### config.mk
export PLATFORM = sky130hd
export DESIGN_NAME = thermal_fan_step_controller_flat
export DESIGN_NICKNAME = d
export VERILOG_FILES = /design/src/hw/rtl/tfsc_pkg.sv /design/src/hw/rtl/tfsc_if.sv /design/src/hw/rtl/thermal_fan_step_controller.sv /design/src/hw/rtl/tfsc_cfg_regs.sv /design/src/hw/rtl/tfsc_step.sv /design/src/flat_wrapper.sv
export VERILOG_INCLUDE_DIRS = /design/src /design/src/hw/rtl
export SDC_FILE = /design/constraint.sdc
export NUM_CORES = 1
export LEC_CHECK = 0
export ABC_AREA = 1
export ABC_CLOCK_PERIOD_IN_PS = 3400
export BUFFER_PORTS_ARGS = -buffer_cell sky130_fd_sc_hd__buf_2
export CAP_MARGIN = 40
export CORE_MARGIN = 2
export CORE_UTILIZATION = 56
export CTS_CLUSTER_DIAMETER = 80
export CTS_CLUSTER_SIZE = 14
export DETAILED_ROUTE_END_ITERATION = 8
export GPL_TIMING_DRIVEN = 0
export PLACE_DENSITY_LB_ADDON = 0.1
export SLEW_MARGIN = 15
export SYNTH_ARGS = -nofsm -noshare
export SYNTH_HDL_FRONTEND = slang
export SYNTH_HIERARCHICAL = 1
export SYNTH_SLANG_ARGS = --single-unit
export TNS_END_PERCENT = 1
### constraint.sdc
create_clock -name clk_i -period 3.4 [get_ports clk_i]
set_clock_uncertainty 0.2 [all_clocks]
set_input_delay 1.02 -clock clk_i [delete_from_list [all_inputs] [get_ports clk_i]]
set_output_delay 1.02 -clock clk_i [all_outputs]
set_load 0.05 [all_outputs]
### src/hw/rtl/thermal_fan_step_controller_assert.svh
// Assertion macros for the thermal fan step controller.
// Both sample on clk_i and are disabled while rst_ni is low.
`ifndef THERMAL_FAN_STEP_CONTROLLER_ASSERT_SVH
`define THERMAL_FAN_STEP_CONTROLLER_ASSERT_SVH

// Same-cycle implication
`define TFSC_ASSERT_IMP(lbl, ante, cons, msg) \
  lbl: assert property (@(posedge clk_i) disable iff (!rst_ni) (ante) |-> (cons)) \
    else $error(msg);

// Next-cycle implication
`define TFSC_ASSERT_NXT(lbl, ante, cons, msg) \
  lbl: assert property (@(posedge clk_i) disable iff (!rst_ni) (ante) |=> (cons)) \
    else $error(msg);

`endif

### src/hw/rtl/tfsc_pkg.sv
// Package for the thermal fan step controller: widths, register codes,
// config/state/result structs and the level selection function. No dependencies.
package tfsc_pkg;

  localparam int COUNT_BITS   = 8;
  localparam int TEMP_BITS    = 7;
  localparam int CFG_IDX_BITS = 4;
  localparam int CFG_DAT_BITS = 8;

  // Register indexes of the configuration port
  typedef enum logic [CFG_IDX_BITS-1:0] {
    REG_EVAL_TICKS    = 4'd0,
    REG_CHECK_TICKS   = 4'd1,
    REG_HOLDOFF_TICKS = 4'd2,
    REG_JUMP_DELTA    = 4'd3,
    REG_TEMP_LOW      = 4'd4,
    REG_TEMP_MID      = 4'd5,
    REG_TEMP_HIGH     = 4'd6,
    REG_POLICY_BITS   = 4'd7
  } tfsc_reg_e;

  // Reset values of the registers
  localparam logic [7:0] RST_EVAL_TICKS    = 8'd10;
  localparam logic [7:0] RST_CHECK_TICKS   = 8'd10;
  localparam logic [7:0] RST_HOLDOFF_TICKS = 8'd20;
  localparam logic [6:0] RST_JUMP_DELTA    = 7'd5;
  localparam logic [6:0] RST_TEMP_LOW      = 7'd45;
  localparam logic [6:0] RST_TEMP_MID      = 7'd60;
  localparam logic [6:0] RST_TEMP_HIGH     = 7'd80;
  localparam logic [7:0] RST_POLICY_BITS   = 8'd36;

  typedef struct packed {
    logic [7:0] eval_ticks;
    logic [7:0] check_ticks;
    logic [7:0] holdoff_ticks;
    logic [6:0] jump_delta;
    logic [6:0] temp_low;
    logic [6:0] temp_mid;
    logic [6:0] temp_high;
    logic [7:0] policy_bits;
  } tfsc_cfg_t;

  typedef struct packed {
    logic [COUNT_BITS-1:0] period_cnt;
    logic [COUNT_BITS-1:0] check_cnt;
    logic [COUNT_BITS-1:0] hold_cnt;
    logic [TEMP_BITS-1:0]  last_temp;
    logic                  base_valid;
    logic [1:0]            target_level;
    logic [1:0]            latched_fan;
    logic [1:0]            last_cmd;
    logic                  last_cmd_valid;
  } tfsc_state_t;

  typedef struct packed {
    logic                 cmd_valid;
    logic [1:0]           cmd_level;
    logic                 sampled;
    logic                 holdoff_active;
    logic [TEMP_BITS-1:0] held_temp;
    logic [1:0]           held_fan;
  } tfsc_result_t;

  // Saturating decrement of a pacing counter
  function automatic logic [COUNT_BITS-1:0] dec_sat(input logic [COUNT_BITS-1:0] c);
    return (c == '0) ? c : c - COUNT_BITS'(1);
  endfunction

  // Target level from the thresholds, default or boundary-only mode
  function automatic logic [1:0] choose_level(input logic [TEMP_BITS-1:0] t,
                                              input logic [1:0] target,
                                              input logic [1:0] latched,
                                              input tfsc_cfg_t cfg);
    logic [1:0]           lo_fan;
    logic [1:0]           mid_fan;
    logic [1:0]           hi_fan;
    logic [TEMP_BITS-1:0] t_lo;
    logic [TEMP_BITS-1:0] t_mid;
    logic [TEMP_BITS-1:0] t_hi;
    logic [1:0]           lvl;
    lo_fan  = cfg.policy_bits[1:0];
    mid_fan = cfg.policy_bits[3:2];
    hi_fan  = cfg.policy_bits[5:4];
    t_lo    = TEMP_BITS'(cfg.temp_low);
    t_mid   = TEMP_BITS'(cfg.temp_mid);
    t_hi    = TEMP_BITS'(cfg.temp_high);
    lvl     = target;
    if (cfg.policy_bits[6]) begin
      if (t <= t_lo && latched > lo_fan) begin
        lvl = lo_fan;
      end else if (t >= t_hi && latched < hi_fan) begin
        lvl = hi_fan;
      end else begin
        lvl = latched;
      end
    end else begin
      if (t <= t_lo) begin
        lvl = lo_fan;
      end else if (t > t_hi) begin
        lvl = hi_fan;
      end else if (t >= t_mid && target < mid_fan) begin
        lvl = mid_fan;
      end
    end
    return lvl;
  endfunction

endpackage

### src/hw/rtl/tfsc_if.sv
// Channel interfaces of the thermal fan step controller: tick words in,
// result words out, register writes. Depends on tfsc_pkg.

interface tfsc_tick_if;
  import tfsc_pkg::*;
  logic                 valid;
  logic                 ready;
  logic [TEMP_BITS-1:0] temp_sample;
  logic [1:0]           fan_reading;
  modport source (output valid, temp_sample, fan_reading, input ready);
  modport sink   (input valid, temp_sample, fan_reading, output ready);
endinterface

interface tfsc_res_if;
  import tfsc_pkg::*;
  logic                 valid;
  logic                 ready;
  logic                 cmd_valid;
  logic [1:0]           cmd_level;
  logic                 sampled;
  logic                 holdoff_active;
  logic [TEMP_BITS-1:0] held_temp;
  logic [1:0]           held_fan;
  modport source (output valid, cmd_valid, cmd_level, sampled, holdoff_active,
                  held_temp, held_fan, input ready);
  modport sink   (input valid, cmd_valid, cmd_level, sampled, holdoff_active,
                  held_temp, held_fan, output ready);
endinterface

interface tfsc_cfg_if;
  import tfsc_pkg::*;
  logic                    valid;
  logic                    ready;
  logic [CFG_IDX_BITS-1:0] index;
  logic [CFG_DAT_BITS-1:0] data;
  modport source (output valid, index, data, input ready);
  modport sink   (input valid, index, data, output ready);
endinterface

### src/hw/rtl/thermal_fan_step_controller.sv
// Thermal fan step controller. Each tick word carries a temperature and a
// fan reading and yields exactly one result word. The block takes one word
// per cycle while the result side accepts; result back-pressure stalls it. A
// tick passes through the input register, then one pass of tick logic into the
// result register, which updates the state once per tick. Register writes
// belong in idle periods.
// Depends on tfsc_pkg, tfsc_if, tfsc_cfg_regs, tfsc_step and the assert header.
`include "thermal_fan_step_controller_assert.svh"

module thermal_fan_step_controller (
  input  logic       clk_i,
  input  logic       rst_ni,
  tfsc_tick_if.sink  tick_i,
  tfsc_res_if.source res_o,
  tfsc_cfg_if.sink   cfg_i
);
  import tfsc_pkg::*;

  tfsc_cfg_t            cfg;
  tfsc_state_t          state_d, state_q;
  tfsc_result_t         res_d, res_q;
  logic                 in_valid_d, in_valid_q;
  logic [TEMP_BITS-1:0] in_temp_q;
  logic [1:0]           in_fan_q;
  logic                 res_valid_d, res_valid_q;
  logic                 advance;

  tfsc_cfg_regs u_cfg (
    .clk_i  (clk_i),
    .rst_ni (rst_ni),
    .cfg_i  (cfg_i),
    .cfg_o  (cfg)
  );

  tfsc_step u_step (
    .cfg_i    (cfg),
    .state_i  (state_q),
    .temp_i   (in_temp_q),
    .fan_i    (in_fan_q),
    .state_o  (state_d),
    .result_o (res_d)
  );

  // Handshake: input stage moves on when the result register is free or its word is taken
  assign advance      = in_valid_q && (!res_valid_q || res_o.ready);
  assign tick_i.ready = !in_valid_q || advance;

  always_comb begin
    in_valid_d = in_valid_q;
    if (tick_i.valid && tick_i.ready) begin
      in_valid_d = 1'b1;
    end else if (advance) begin
      in_valid_d = 1'b0;
    end
    res_valid_d = res_valid_q;
    if (advance) begin
      res_valid_d = 1'b1;
    end else if (res_o.ready) begin
      res_valid_d = 1'b0;
    end
  end

  // Control and state registers
  always_ff @(posedge clk_i or negedge rst_ni) begin
    if (!rst_ni) begin
      in_valid_q  <= 1'b0;
      res_valid_q <= 1'b0;
      state_q     <= '0;
    end else begin
      in_valid_q  <= in_valid_d;
      res_valid_q <= res_valid_d;
      if (advance) begin
        state_q <= state_d;
      end
    end
  end

  // Payload registers
  always_ff @(posedge clk_i) begin
    if (tick_i.valid && tick_i.ready) begin
      in_temp_q <= tick_i.temp_sample;
      in_fan_q  <= tick_i.fan_reading;
    end
    if (advance) begin
      res_q <= res_d;
    end
  end

  assign res_o.valid          = res_valid_q;
  assign res_o.cmd_valid      = res_q.cmd_valid;
  assign res_o.cmd_level      = res_q.cmd_level;
  assign res_o.sampled        = res_q.sampled;
  assign res_o.holdoff_active = res_q.holdoff_active;
  assign res_o.held_temp      = res_q.held_temp;
  assign res_o.held_fan       = res_q.held_fan;

  // Checks
  `TFSC_ASSERT_IMP(a_cmd_differs, res_valid_q && res_q.cmd_valid,
                   res_q.cmd_level != res_q.held_fan, "command equals latched fan")
  `TFSC_ASSERT_IMP(a_idle_level, res_valid_q && !res_q.cmd_valid,
                   res_q.cmd_level == 2'd0, "level without command")
  `TFSC_ASSERT_IMP(a_stall_full, !tick_i.ready,
                   in_valid_q && res_valid_q && !res_o.ready, "stall with room")
  `TFSC_ASSERT_NXT(a_advance_res, advance,
                   res_valid_q, "advanced word lost")

endmodule

### src/hw/rtl/tfsc_cfg_regs.sv
// Configuration register bank of the thermal fan step controller.
// Depends on tfsc_pkg and tfsc_cfg_if.
module tfsc_cfg_regs (
  input  logic                clk_i,
  input  logic                rst_ni,
  tfsc_cfg_if.sink            cfg_i,
  output tfsc_pkg::tfsc_cfg_t cfg_o
);
  import tfsc_pkg::*;

  tfsc_cfg_t cfg_d, cfg_q;

  // Writes are always accepted
  assign cfg_i.ready = 1'b1;

  // Decode the register index; unknown indexes are dropped
  always_comb begin
    cfg_d = cfg_q;
    if (cfg_i.valid) begin
      case (cfg_i.index)
        REG_EVAL_TICKS:    cfg_d.eval_ticks    = cfg_i.data;
        REG_CHECK_TICKS:   cfg_d.check_ticks   = cfg_i.data;
        REG_HOLDOFF_TICKS: cfg_d.holdoff_ticks = cfg_i.data;
        REG_JUMP_DELTA:    cfg_d.jump_delta    = cfg_i.data[6:0];
        REG_TEMP_LOW:      cfg_d.temp_low      = cfg_i.data[6:0];
        REG_TEMP_MID:      cfg_d.temp_mid      = cfg_i.data[6:0];
        REG_TEMP_HIGH:     cfg_d.temp_high     = cfg_i.data[6:0];
        REG_POLICY_BITS:   cfg_d.policy_bits   = cfg_i.data;
        default:           cfg_d = cfg_q;
      endcase
    end
  end

  always_ff @(posedge clk_i or negedge rst_ni) begin
    if (!rst_ni) begin
      cfg_q.eval_ticks    <= RST_EVAL_TICKS;
      cfg_q.check_ticks   <= RST_CHECK_TICKS;
      cfg_q.holdoff_ticks <= RST_HOLDOFF_TICKS;
      cfg_q.jump_delta    <= RST_JUMP_DELTA;
      cfg_q.temp_low      <= RST_TEMP_LOW;
      cfg_q.temp_mid      <= RST_TEMP_MID;
      cfg_q.temp_high     <= RST_TEMP_HIGH;
      cfg_q.policy_bits   <= RST_POLICY_BITS;
    end else begin
      cfg_q <= cfg_d;
    end
  end

  assign cfg_o = cfg_q;

endmodule

### src/hw/rtl/tfsc_step.sv
// Per-tick update of the thermal fan step controller: counters, fan latch,
// sampling, jump hold-off, level choice and command issue. Depends on tfsc_pkg.
module tfsc_step (
  input  tfsc_pkg::tfsc_cfg_t                 cfg_i,
  input  tfsc_pkg::tfsc_state_t               state_i,
  input  logic [tfsc_pkg::TEMP_BITS-1:0]      temp_i,
  input  logic [1:0]                          fan_i,
  output tfsc_pkg::tfsc_state_t               state_o,
  output tfsc_pkg::tfsc_result_t              result_o
);
  import tfsc_pkg::*;

  tfsc_state_t          nxt;
  logic                 mon_only;
  logic                 sampled;
  logic                 issue;
  logic                 rise;
  logic [TEMP_BITS-1:0] prev;

  assign mon_only = cfg_i.policy_bits[7];

  always_comb begin
    nxt     = state_i;
    sampled = 1'b0;
    issue   = 1'b0;
    rise    = 1'b0;
    prev    = temp_i;

    // every counter steps down first
    nxt.period_cnt = dec_sat(state_i.period_cnt);
    nxt.check_cnt  = dec_sat(state_i.check_cnt);
    nxt.hold_cnt   = dec_sat(state_i.hold_cnt);

    if (!(nxt.period_cnt != '0 && (nxt.check_cnt != '0 || mon_only))) begin
      // fan check tick: latch reading, clear a command it confirms
      if (nxt.check_cnt == '0) begin
        nxt.check_cnt   = COUNT_BITS'(cfg_i.check_ticks);
        nxt.latched_fan = fan_i;
        if (nxt.last_cmd_valid && fan_i == nxt.last_cmd) begin
          nxt.last_cmd_valid = 1'b0;
        end
      end
      // temperature period tick
      if (nxt.period_cnt == '0) begin
        nxt.period_cnt     = COUNT_BITS'(cfg_i.eval_ticks);
        nxt.last_cmd_valid = 1'b0;
        sampled            = 1'b1;
        if (nxt.hold_cnt == '0) begin
          // first sample is its own baseline
          prev           = state_i.base_valid ? state_i.last_temp : temp_i;
          nxt.last_temp  = temp_i;
          nxt.base_valid = 1'b1;
          rise = (temp_i > prev) && ((temp_i - prev) > TEMP_BITS'(cfg_i.jump_delta));
          if (rise && !mon_only) begin
            nxt.hold_cnt = COUNT_BITS'(cfg_i.holdoff_ticks);
          end else begin
            nxt.target_level = choose_level(temp_i, nxt.target_level,
                                            nxt.latched_fan, cfg_i);
          end
        end
      end
      // issue a set command when the target is new and differs from the latched fan, unless monitor-only
      if ((!nxt.last_cmd_valid || nxt.target_level != nxt.last_cmd) &&
          nxt.target_level != nxt.latched_fan && !mon_only) begin
        nxt.last_cmd       = nxt.target_level;
        nxt.last_cmd_valid = 1'b1;
        issue              = 1'b1;
      end
    end
  end

  assign state_o                 = nxt;
  assign result_o.cmd_valid      = issue;
  assign result_o.cmd_level      = issue ? nxt.target_level : 2'd0;
  assign result_o.sampled        = sampled;
  assign result_o.holdoff_active = (nxt.hold_cnt != '0);
  assign result_o.held_temp      = nxt.last_temp;
  assign result_o.held_fan       = nxt.latched_fan;

endmodule

### src/flat_wrapper.sv
// flat-port wrapper written by rule: the top's interface ports become plain ports
module thermal_fan_step_controller_flat import tfsc_pkg::*;
  (clk_i, rst_ni, tick_i_valid, tick_i_temp_sample, tick_i_fan_reading, tick_i_ready, res_o_valid, res_o_cmd_valid, res_o_cmd_level, res_o_sampled, res_o_holdoff_active, res_o_held_temp, res_o_held_fan, res_o_ready, cfg_i_valid, cfg_i_index, cfg_i_data, cfg_i_ready);
  tfsc_tick_if tick_i_i ();
  tfsc_res_if res_o_i ();
  tfsc_cfg_if cfg_i_i ();
  input  logic clk_i;
  input  logic rst_ni;
  input wire logic [$bits(tick_i_i.valid)-1:0] tick_i_valid;
  input wire logic [$bits(tick_i_i.temp_sample)-1:0] tick_i_temp_sample;
  input wire logic [$bits(tick_i_i.fan_reading)-1:0] tick_i_fan_reading;
  output wire logic [$bits(tick_i_i.ready)-1:0] tick_i_ready;
  output wire logic [$bits(res_o_i.valid)-1:0] res_o_valid;
  output wire logic [$bits(res_o_i.cmd_valid)-1:0] res_o_cmd_valid;
  output wire logic [$bits(res_o_i.cmd_level)-1:0] res_o_cmd_level;
  output wire logic [$bits(res_o_i.sampled)-1:0] res_o_sampled;
  output wire logic [$bits(res_o_i.holdoff_active)-1:0] res_o_holdoff_active;
  output wire logic [$bits(res_o_i.held_temp)-1:0] res_o_held_temp;
  output wire logic [$bits(res_o_i.held_fan)-1:0] res_o_held_fan;
  input wire logic [$bits(res_o_i.ready)-1:0] res_o_ready;
  input wire logic [$bits(cfg_i_i.valid)-1:0] cfg_i_valid;
  input wire logic [$bits(cfg_i_i.index)-1:0] cfg_i_index;
  input wire logic [$bits(cfg_i_i.data)-1:0] cfg_i_data;
  output wire logic [$bits(cfg_i_i.ready)-1:0] cfg_i_ready;
  assign tick_i_i.valid = tick_i_valid;
  assign tick_i_i.temp_sample = tick_i_temp_sample;
  assign tick_i_i.fan_reading = tick_i_fan_reading;
  assign tick_i_ready = tick_i_i.ready;
  assign res_o_valid = res_o_i.valid;
  assign res_o_cmd_valid = res_o_i.cmd_valid;
  assign res_o_cmd_level = res_o_i.cmd_level;
  assign res_o_sampled = res_o_i.sampled;
  assign res_o_holdoff_active = res_o_i.holdoff_active;
  assign res_o_held_temp = res_o_i.held_temp;
  assign res_o_held_fan = res_o_i.held_fan;
  assign res_o_i.ready = res_o_ready;
  assign cfg_i_i.valid = cfg_i_valid;
  assign cfg_i_i.index = cfg_i_index;
  assign cfg_i_i.data = cfg_i_data;
  assign cfg_i_ready = cfg_i_i.ready;
  thermal_fan_step_controller u_core (.clk_i(clk_i), .rst_ni(rst_ni), .tick_i(tick_i_i), .res_o(res_o_i), .cfg_i(cfg_i_i));
endmodule
# Word-level counts from Yosys, hierarchy flattened
# Index checks and enable logic that the tools add are counted.
# Widths: inputs -> output; s select.
[op_classes] muxes=32 n_reduce_logical=44 magnitude_cmp=9 n_addsub=4 bitwise=1 n_eq_ne=10
[ops] op="$mux 18" count=3
[ops] op="$logic_not 8->1" count=6
[ops] op="$mux 8" count=6
[ops] op="$mux 39" count=1
[ops] op="$reduce_bool 8->1" count=3
[ops] op="$sub 8x1->8 const B" count=3
[ops] op="$gt 7x7->1" count=3
[ops] op="$mux 2" count=9
[ops] op="$reduce_and 2->1" count=9
[ops] op="$eq 4x3->1 const B" count=4
[ops] op="$ge 7x7->1" count=2
[ops] op="$logic_and 1x1->1" count=11
[ops] op="$mux 1" count=11
[ops] op="$eq 4x2->1 const B" count=2
[ops] op="$reduce_bool 2->1" count=4
[ops] op="$le 7x7->1" count=1
[ops] op="$mux 7" count=1
[ops] op="$sub 7x7->7" count=1
[ops] op="$eq 4x1->1 const B" count=1
[ops] op="$logic_not 1->1" count=4
[ops] op="$logic_not 4->1" count=1
[ops] op="$logic_or 1x1->1" count=4
[ops] op="$lt 2x2->1" count=2
[ops] op="$ne 2x2->1" count=2
[ops] op="other kinds (6)" count=6
[word_totals] out_inout_bits=17 in_bits=26 wordCells=127 regBits=124

# Longest topological paths before layout
# Gate-level depths: netlist (run 1).
[depth] word_depth=22 ltp_mapped=33 ltp_nobuf=33

# Modules after synthesis
# Netlist (run 1), hierarchy kept.
[modules_own_cells] mod="tfsc_step" cells_per_inst=509 area_per_inst_um2=2773.9 instances=1 seq_area_each_um2=0.0
[modules_own_cells] mod="tfsc_cfg_regs" cells_per_inst=291 area_per_inst_um2=2712.6 instances=1 seq_area_each_um2=1526.5
[modules_own_cells] mod="thermal_fan_step_controller" cells_per_inst=203 area_per_inst_um2=2324.7 instances=1 seq_area_each_um2=1716.6

# Least setup slack after synthesis (run 1)
# OpenSTA, ideal clock, no wires.
[synth_path] path_type="register to register" from="reg u_core/state_q[7] in the netlist's numbering" to="reg u_core.res_q (netlist bit u_core/res_o.cmd_valid) (data pin)" path_buffers=2 required_ns=2.949 synth_period_minus_slack_ns=3.742 setup_slack_ns=-0.342 stages_incl_launch_ff=26 setup_ns=0.251 t_arrival_ns=3.291 cell_sequence="dfrtp_1 > inv_1 > clkbuf_1 > o21ai_0 > ha_1 > nand2_1 > inv_1 > nand3_1 > o221ai_1 > xnor2_1 > inv_1 > ha_1 > a21o_1 > a21oi_1 > o21ai_0 > nand3_1 > nand3_2 > a21oi_2 > nand2_2 > nand2_2 > inv_1 > nand2_1 > nand4_2 > nand2_2 > inv_1 > buf_4"
[synth_between] elab_chain_cells=15 word_cells_on_any_way=17 classes_between="add/sub (1); order compare (2); eq/ne (2); mux (7); reduce/logical (5)"
[synth_rtl] item="start, declared" line="thermal_fan_step_controller.sv:20" text="tfsc_state_t state_d, state_q;"
[synth_rtl] item="start signal, assigned" line="thermal_fan_step_controller.sv:73" text="state_q <= state_d;"
[synth_rtl] item="$mux 7 (*)" line="tfsc_step.sv:50" text="prev = state_i.base_valid ? state_i.last_temp : temp_i;"
[synth_rtl] item="$sub 7x7->7" line="tfsc_step.sv:53" text="rise = (temp_i > prev) && ((temp_i - prev) > TEMP_BITS'(cfg_i.jump_delta));"
[synth_rtl] item="$gt 7x7->1" line="tfsc_step.sv:53"
[synth_rtl] item="$logic_and 1x1->1 (*)" line="tfsc_step.sv:53"
[synth_rtl] item="$logic_and 1x1->1 (*)" line="tfsc_step.sv:54" text="if (rise && !mon_only) begin"
[synth_rtl] item="$mux 2 (*)" line="tfsc_step.sv:54"
[synth_rtl] item="$mux 18 (*)" line="tfsc_step.sv:48" text="if (nxt.hold_cnt == '0) begin"
[synth_rtl] item="$mux 18 (*)" line="tfsc_step.sv:44" text="if (nxt.period_cnt == '0) begin"
[synth_rtl] item="$mux 18 (*)" line="tfsc_step.sv:34" text="if (!(nxt.period_cnt != '0 && (nxt.check_cnt != '0 || mon_only))) begin"
[synth_rtl] item="$ne 2x2->1" line="tfsc_step.sv:63" text="if ((!nxt.last_cmd_valid || nxt.target_level != nxt.last_cmd) &&"
[synth_rtl] item="$logic_or 1x1->1" line="tfsc_step.sv:63"
[synth_rtl] item="$logic_and 1x1->1 (*)" line="tfsc_step.sv:63"
[synth_rtl] item="$logic_and 1x1->1 (*)" line="tfsc_step.sv:64" text="nxt.target_level != nxt.latched_fan && !mon_only) begin"
[synth_rtl] item="$mux 1 (*)" line="tfsc_step.sv:63"
[synth_rtl] item="$mux 1 (*)" line="tfsc_step.sv:34"
[synth_rtl] item="via u_core.u_step.issue" line="tfsc_step.sv:16" text="logic issue;"
[synth_rtl] item="end signal, assigned" line="thermal_fan_step_controller.sv:85" text="res_q <= res_d;"
[synth_rtl] item="end, declared" line="thermal_fan_step_controller.sv:21" text="tfsc_result_t res_d, res_q;"
# The timed path passes the listed nets; every way through them passes the cells marked *. The select of a mux whose other input is x is not followed.
# A chain may end at the register's enable or synchronous reset.

# Worst setup path after layout (run 1)
[layout_path] from="reg u_core/state_q[7] in the netlist's numbering" to="reg u_core/state_q[2] in the netlist's numbering"
[layout_between] elab_chain_cells=14 word_cells_on_any_way=16 classes_between="add/sub (1); order compare (2); eq/ne (2); mux (5); reduce/logical (6)"
[layout_rtl] item="$mux 7 (*)" line="tfsc_step.sv:50"
[layout_rtl] item="$sub 7x7->7" line="tfsc_step.sv:53"
[layout_rtl] item="$gt 7x7->1" line="tfsc_step.sv:53"
[layout_rtl] item="$logic_and 1x1->1 (*)" line="tfsc_step.sv:53"
[layout_rtl] item="$logic_and 1x1->1 (*)" line="tfsc_step.sv:54"
[layout_rtl] item="$mux 2 (*)" line="tfsc_step.sv:54"
[layout_rtl] item="$mux 18 (*)" line="tfsc_step.sv:48"
[layout_rtl] item="$mux 18 (*)" line="tfsc_step.sv:44"
[layout_rtl] item="$mux 18 (*)" line="tfsc_step.sv:34"
[layout_rtl] item="$ne 2x2->1" line="tfsc_step.sv:63"
[layout_rtl] item="$logic_or 1x1->1" line="tfsc_step.sv:63"
[layout_rtl] item="$logic_and 1x1->1" line="tfsc_step.sv:63"
[layout_rtl] item="$logic_and 1x1->1" line="tfsc_step.sv:64"
[layout_rtl] item="$reduce_and 3->1 (no source line)"
# Mark *: on every way between the ends. The rest lies on a longest branch, timed or not. The select of a mux whose other input is x is not followed.

==> results of run 1 <==
## through the flow
| stage | hold WS [ps] | power [mW] |
|---|---|---|
| after global routing | 244 | 8.55 |
| after CTS | 242 | 7.63 |
| final | 244 | 8.01 |
| after global placement | 252 | 5.34 |
| after detailed placement | 255 | 5.41 |
| after floorplan | 242 | 4.74 |
## cell families (layout without fill, tap and decap cells)
group	Yosys count	after routing	share of synthesized area (%)
xor+xnor	12	12	1.35
fa+ha+maj	44	44	7.14
flops	124	124	41.5
buf+inv	158	260	9.11
compound gates	84	84	6.39
other cells	1	1	0.0480
simple gates	580	580	34.4
## power by group
group	internal [mW]	switching (mW)	total, mW	leakage [nW]
sequential	1.96	0.311	2.27	1.47
clock	1.13	0.682	1.82	0.279
combinational	1.54	2.38	3.92	3.11
total	4.64	3.37	8.01	4.86
## worst max-delay path: cells and delay by family (launching register included)
kind / cells / cell delay, ps
buffers and inverters: 4 / 360
xor gates and xnor gates: 1 / 170
DFF: 1 / 440
adders and majority gates: 2 / 610
and+or+nand+nor: 16 / 1210
AOI/OAI and AO/OA: 6 / 810
## sequential cells by signal, summed over array words and instances, names as in the netlist
signal and flops:
u_core/u_cfg/cfg_o 60, u_core/state_q 39, u_core/res_o.cmd_valid 1, u_core/res_o.cmd_level 2, u_core/res_o.valid 1, u_core/in_valid_q 1, u_core/res_o.held_fan 2, u_core/in_fan_q 2
u_core/res_o.holdoff_active 1, u_core/res_o.sampled 1, u_core/res_o.held_temp 7, u_core/in_temp_q 7
## worst max-delay path by stage
stage                             from                endpoint  depth (start not counted)
CTS                  u_core/state_q[7]       u_core/state_q[2]                         29
global route         u_core/state_q[7]       u_core/state_q[2]                         29
finish               u_core/state_q[7]       u_core/state_q[2]                         29
floorplan            u_core/state_q[7]  u_core/res_o.cmd_valid                         26
detailed placement  u_core/state_q[23]  u_core/res_o.cmd_valid                         28
global placement    u_core/state_q[23]  u_core/res_o.cmd_valid                         28
## timing repair
action                     in CTS  in global routing
buffers inserted               24                 11
gates cloned                    1                  0
setup endpoints to repair      17                 21
resized for setup              37                 34
pin swaps                      32                 34
## layout by cell type, fill, tap and decap left out, drive strengths merged, types with 20 or more instances in the layout
cell	Yosys	final
a21oi	25	25
dfstp	20	20
clkbuf	4	26
nor2	43	43
dfrtp	81	81
nand4	36	36
nand2	383	383
buf	40	110
o21ai	33	33
inv	113	113
edfxtp	23	23
nand3	105	105
ha	43	43
## cell type report
| cell class | count | share of cell area (%) |
|---|---|---|
| Clock inverter | 10 | 1.23 |
| Multi-Input combinational cell | 721 | 43.9 |
| Timing Repair Buffer | 71 | 5.13 |
| Buffer | 43 | 3.07 |
| Inverter | 114 | 4.65 |
| Clock buffer | 22 | 5.05 |
| Sequential cell | 124 | 34.6 |
| Tap cell | 180 | 2.40 |
## layer usage
metal | share of wire [%] | routed length, um
met4 | 1.2 | 252
met3 | 4.5 | 914
met5 | 0 | 0
met1 | 45 | 9040
met2 | 50 | 10100
==> metrics.md, run 1 <==
| Metric | Value |
|---|---|
| Synth cell types | 52 |
| DRT Pass-1 Iters | 5 |
| R2r endpoint | u_core/state_q[2] |
| Nets | 1,162 |
| R2r setup slk | -540 ps |
| Placer Congestion | 0.906 |
| Final min period | 3940 ps |
| Root buffer cell | clkbuf_16 |
| Synth area leaders | dfrtp_1 26%, nand2_1 18%, edfxtp_1 8.8%, ha_1 6.9%, dfstp_2 6.7% |
| Global Route met3 Usage | 6.04% |
| GR Util met2 | 46.2% |
| DRT iter0 DRCs | 598 |
| Die W | 122 um |
| FP Rows | 43 |
| Setup crit end kind | flop |
| Setup WS pre-CTS | -734 ps |
| Yosys top cell by area | dfrtp_1 |
| Avg Cell Area, Syn | 7.79 um2 |
| Crit path kind | flop to flop |
| Dpl cell area | 0.00826 mm2 |
| Register Area | 0.00324 mm2 |
| DRT antenna net count | 0 |
| Starting Density | 56.7% |
| Worst Reg2Reg Path Length in Cells | 29 |
| Layout cells sized above 1 | 23.3% |
| Via density | 5.39 |
| CP peak stage delay | 440 ps |
| Top fanout value on the critical path | 5 |
| Synth Register Bits | 124 |
| Fill count | 1,192 |
| CP startpoint kind | flop |
| Post-synth top flop | dfrtp_1 |
| Core Area | 0.0138 mm2 |
| Initial antenna violation count | 0 |
| Final setup TNS | -4480 ps |
| Number of port buffers | 34 |
| Mapped cell area | 0.00781 mm2 |
| Number of placed cells counting well taps | 1,218 |
| Setup slack after layout | -538 ps |
| # hold bufs at CTS | 0 |
| Synth top area share | 25.9% |
| CP arrival | 4050 ps |
| GRT met1 Usage | 36.8% |
| Max Cap Viol | 0 |
| Clk_lat worst skew | 430 ps |
| R2R Path Start | u_core/state_q[7] |
| HP Class | input port to asynchronous set/reset pin |
| Synthesis Warnings | 6 |
| Clock-pin slew on the worst setup and hold paths | 50 ps |
| Status | finished with violations |
| Die ar. | 0.0149 mm2 |
| Routed len/inst | 15.8 um |
| Worst EP required | 3510 ps |
| Worst-margin pin slew | 689 ps |
| Busiest layer in global routing | met2 |
| Failing checks | negative setup slack |
| Final core utilization | 68.2% |
| Final hold violations | 0 |
| Largest net degree at the start of global routing | 82 |
| Io pins | 43 |
| Sequential share of the synthesized area | 41.5% |
| GRT Total Usage | 28.0% |
| Final std cells w/o fill | 1,285 |
| Drt drc | 0 |
| CP max-delay cell | dfrtp_2 |
| Max Freq | 0.254 GHz |
| DP HPWL | 13,400 um |
| WL final | 20,300 um |
| Diodes inserted | 0 |
| GRT overflow | 0 |
| Final setup vio count | 17 |
| Most frequent cell after synthesis | nand2_1 |
| Max clock buf depth | 2 |
| Slew margin rel. | 54.0% |
| Commonest cells post-synth | 370 x nand2_1, 110 x inv_1, 97 x nand3_1, 81 x dfrtp_1, 43 x ha_1 |
| H-tree Lvls | 4 |
| Vias in the first global route | 6,407 |
| Max VDD drop | 0.497 mV |
| Pwr dens | 853 mW/mm2 |
| Fin crit share | 116% |
| CTS tree | yes |
| P&R area growth vs syn | 20.2% |
| Post-synthesis net count | 1,073 |
| Area occupied by multi-input gates | 0.00412 mm2 |
| Async set-or-reset flop fraction in the synthesized netlist | 81.5% |
| Max-slew violation count | 0 |
| CTS buffer count | 17 |
| Post-synth EDFFs | 23 |
| Static Leakage | 4.86 nW |
| Vias | 6,920 |
| CTS Sinks | 124 |
| DIE HEIGHT | 122 um |
| First-pass GRT wire length | 32,000 um |
| RSZ-0062 raised after global routing | yes |
| Final Cell Area | 0.00939 mm2 |
| Synthesized netlist cell count | 1,003 |
Power figures use the tool's default switching activity.
==> run 2: changes to the inputs <==
--- a/config.mk
+++ b/config.mk
@@ -11,7 +11,7 @@
 export BUFFER_PORTS_ARGS = -buffer_cell sky130_fd_sc_hd__buf_2
 export CAP_MARGIN = 40
 export CORE_MARGIN = 2
-export CORE_UTILIZATION = 56
+export CORE_UTILIZATION = 55
 export CTS_CLUSTER_DIAMETER = 80
 export CTS_CLUSTER_SIZE = 14
 export DETAILED_ROUTE_END_ITERATION = 8
@@ -20,6 +20,5 @@
 export SLEW_MARGIN = 15
 export SYNTH_ARGS = -nofsm -noshare
 export SYNTH_HDL_FRONTEND = slang
-export SYNTH_HIERARCHICAL = 1
 export SYNTH_SLANG_ARGS = --single-unit
 export TNS_END_PERCENT = 1
==> run 2 against run 1 <==
Effect of this change:
- the flow still finishes with violations (negative setup slack)
- die area shrank 8.0%
- via count shrank 11%
- flip-flop and latch count is the same
- total power shrank 27%
- global-route usage shrank 0.18 points
- fmax shrank 0.42%
- synthesized area shrank 9.9%
- routed wire length shrank 13%
- critical path depth shrank 3
- utilization shrank 0.43 points
==> metrics.md, run 2 <==
| Metric | Value |
|---|---|
| Most frequent cell after synthesis | nand2_1 |
| Max-slew violation count | 0 |
| Final min period | 3950 ps |
| Status | finished with violations |
| CP arrival | 4030 ps |
| Setup slack after layout | -554 ps |
| Largest net degree at the start of global routing | 75 |
| Avg Cell Area, Syn | 8.06 um2 |
| Vias in the first global route | 6,010 |
| Dpl cell area | 0.00753 mm2 |
| WL final | 17,700 um |
| Commonest cells post-synth | 243 x nand2_1, 107 x o21ai_0, 106 x inv_1, 81 x dfrtp_1 |
| CTS Sinks | 124 |
| Layout cells sized above 1 | 20.6% |
| Number of port buffers | 41 |
| Synthesis Warnings | 0 |
| Post-synthesis net count | 943 |
| Max VDD drop | 0.423 mV |
| Drt drc | 0 |
| Placer Congestion | 0.879 |
| Async set-or-reset flop fraction in the synthesized netlist | 81.5% |
| Via density | 5.42 |
| Synth cell types | 40 |
| Max Cap Viol | 0 |
| DP HPWL | 12,200 um |
| Die ar. | 0.0137 mm2 |
| CP Launch Point | u_core.state_q[7] |
| Synth Register Bits | 124 |
| Post-synth top flop | dfrtp_1 |
| CP startpoint kind | flop |
| Core Area | 0.0126 mm2 |
| Most frequent cells in the layout | 234 x nand2_1, 101 x inv_1, 99 x o21ai_0, 80 x dfrtp_1, 48 x nor2_1 |
| Synthesized-area fraction occupied by adder cells | 7.93% |
| Io pins | 43 |
| DRT Pass-1 Iters | 5 |
| Synthesized netlist cell count | 873 |
| Final Cell Area | 0.00851 mm2 |
| Most common cell after layout, fill and taps aside | nand2_1 |
| CTS tree | yes |
| # hold bufs at CTS | 0 |
| H-tree Lvls | 4 |
| Clock-pin slew on the worst setup and hold paths | 50 ps |
| RSZ-0062 raised after global routing | yes |
| P&R area growth vs syn | 20.9% |
| Sequential share of the synthesized area | 46.1% |
| Setup crit end kind | flop |
| HP Class | input port to asynchronous set/reset pin |
| Post-synth EDFFs | 23 |
| Synth Area in Simple Gates | 24.4% |
| Pwr dens | 688 mW/mm2 |
| Static Leakage | 4.07 nW |
| CTS buffer count | 17 |
| CP peak stage delay | 430 ps |
| Fin crit share | 116% |
| Nets | 1,022 |
| DRT iter0 DRCs | 451 |
| Compound-Gate Fraction of Synth Area | 12.2% |
| Synth Area in XOR/XNOR | 1.87% |
| Starting Density | 56.0% |
| DRT antenna net count | 0 |
| GRT Total Usage | 27.8% |
| Root buffer cell | clkbuf_16 |
| Multiplexer share of the synthesized area | 0% |
| GRT overflow | 0 |
| DIE HEIGHT | 117 um |
| Slew margin rel. | 54.2% |
| Crit path kind | flop to flop |
| CP max-delay cell | dfrtp_2 |
| FP Rows | 41 |
| Max Freq | 0.253 GHz |
| Setup WS pre-CTS | -681 ps |
| Final hold violations | 0 |
| First-pass GRT wire length | 28,800 um |
| Clk_lat worst skew | 420 ps |
| Diodes inserted | 0 |
| Routed len/inst | 15.5 um |
| Max clock buf depth | 2 |
| R2R Path Start | u_core.state_q[7] |
| Initial antenna violation count | 0 |
| Vias | 6,168 |
| Top fanout value on the critical path | 8 |
| Final setup vio count | 17 |
| Yosys top cell by area | dfrtp_1 |
| Largest family of logic cells by synthesized area | simple AND/OR/NAND/NOR gates |
| Worst-margin pin slew | 688 ps |
| Synth top area share | 28.8% |
| Synth area leaders | dfrtp_1 29%, nand2_1 13%, edfxtp_1 9.8%, ha_1 7.6%, o21ai_0 7.6% |
| Failing checks | negative setup slack |
| Max reg flops | 60 |
| Worst EP required | 3480 ps |
| Mapped cell area | 0.00704 mm2 |
| Die W | 117 um |
[run 2: cell types whose count changed in the layout (fill, tap and decap cells not counted), sizes merged, moves of 19 or more]
cell / change
nand4: -25
nor2: +19
o21ai: +81
nand2: -124
buf: -46
nand3: -52
[run 2: area by class of cell]
type / count / area, um2
multi-input combinational: 611 / 3530
clock inverter: 6 / 56.3
timing repair buffer: 60 / 382
fill: 1031 / 4060
tap: 172 / 215
clock buffer: 26 / 531
inverter: 118 / 450
sequential: 124 / 3240
buffer: 20 / 100
[run 2: repair_timing]
| item | 4_1_cts | 5_1_grt |
|---|---|---|
| endpoints found under the setup margin | 17 | 17 |
| gates resized for setup | 17 | 42 |
| buffers inserted | 14 | 3 |
| pin swaps | 21 | 23 |
| hold endpoints to repair | 0 | 0 |
[run 2: per-stage QoR]
stage / setup TNS (ps) / hold slack (ps) / std cells / utilization, % / power (mW)
4_1_cts: -5000 / 266 / 1134 / 66.0 / 5.82
5_1_grt: -7980 / 274 / 1137 / 67.7 / 6.27
3_5_place_dp: -7570 / 274 / 1088 / 59.9 / 3.97
3_3_place_gp: -7390 / 266 / 1086 / 59.6 / 3.89
6_report: -4210 / 262 / 1137 / 67.7 / 5.86
2_1_floorplan: -655 / 249 / 873 / - / 3.53
[run 2: path summary, 6_finish.rpt]
check,to,slack (ps),cells after the start
worst max-delay path,u_core.res_o.cmd_level[0],-550,26
worst min-delay path,u_core.state_q[20],260,1
worst max register to register,u_core.res_o.cmd_level[0],-550,26
worst min register to register,u_core.u_cfg.cfg_o[51],290,2
max in group asynchronous,u_core.u_cfg.cfg_o[5],2040,2
min in group clk_i,u_core.u_cfg.cfg_o[51],290,2
[run 2: kinds of logic (layout without fill, tap and decap cells)]
logic type / Yosys count / count (layout)
flip-flops: 124 / 124
AND/OR/NAND/NOR: 391 / 391
AO/OA/AOI/OAI: 160 / 160
buffers and inverters: 138 / 230
adder cells (fa/ha/maj): 44 / 44
XOR/XNOR: 15 / 15
other: 1 / 1
[run 2: power breakdown]
part | switching (mW) | leakage (nW) | total, mW | internal (mW)
logic | 1.26 | 2.34 | 1.96 | 0.699
registers | 0.241 | 1.44 | 2.13 | 1.88
clock network | 0.630 | 0.296 | 1.77 | 1.14
total | 2.13 | 4.07 | 5.86 | 3.72
[run 2: worst max-delay path, delay by kind of cell (launching register included)]
kind | cells | cell delay, ps
simple gates | 15 | 1450
flops | 1 | 430
fa+ha+maj | 2 | 580
buf+inv | 4 | 390
xor+xnor | 1 | 200
compound gates | 4 | 550
[run 2: layer usage]
layer	routed length (um)	global-route usage, %	up-vias
met5	0	0	-
met3	1040	6.95	27
li1	-	-	3006
met4	315	10.3	0
met2	8440	44.1	180
met1	7890	37.2	2955
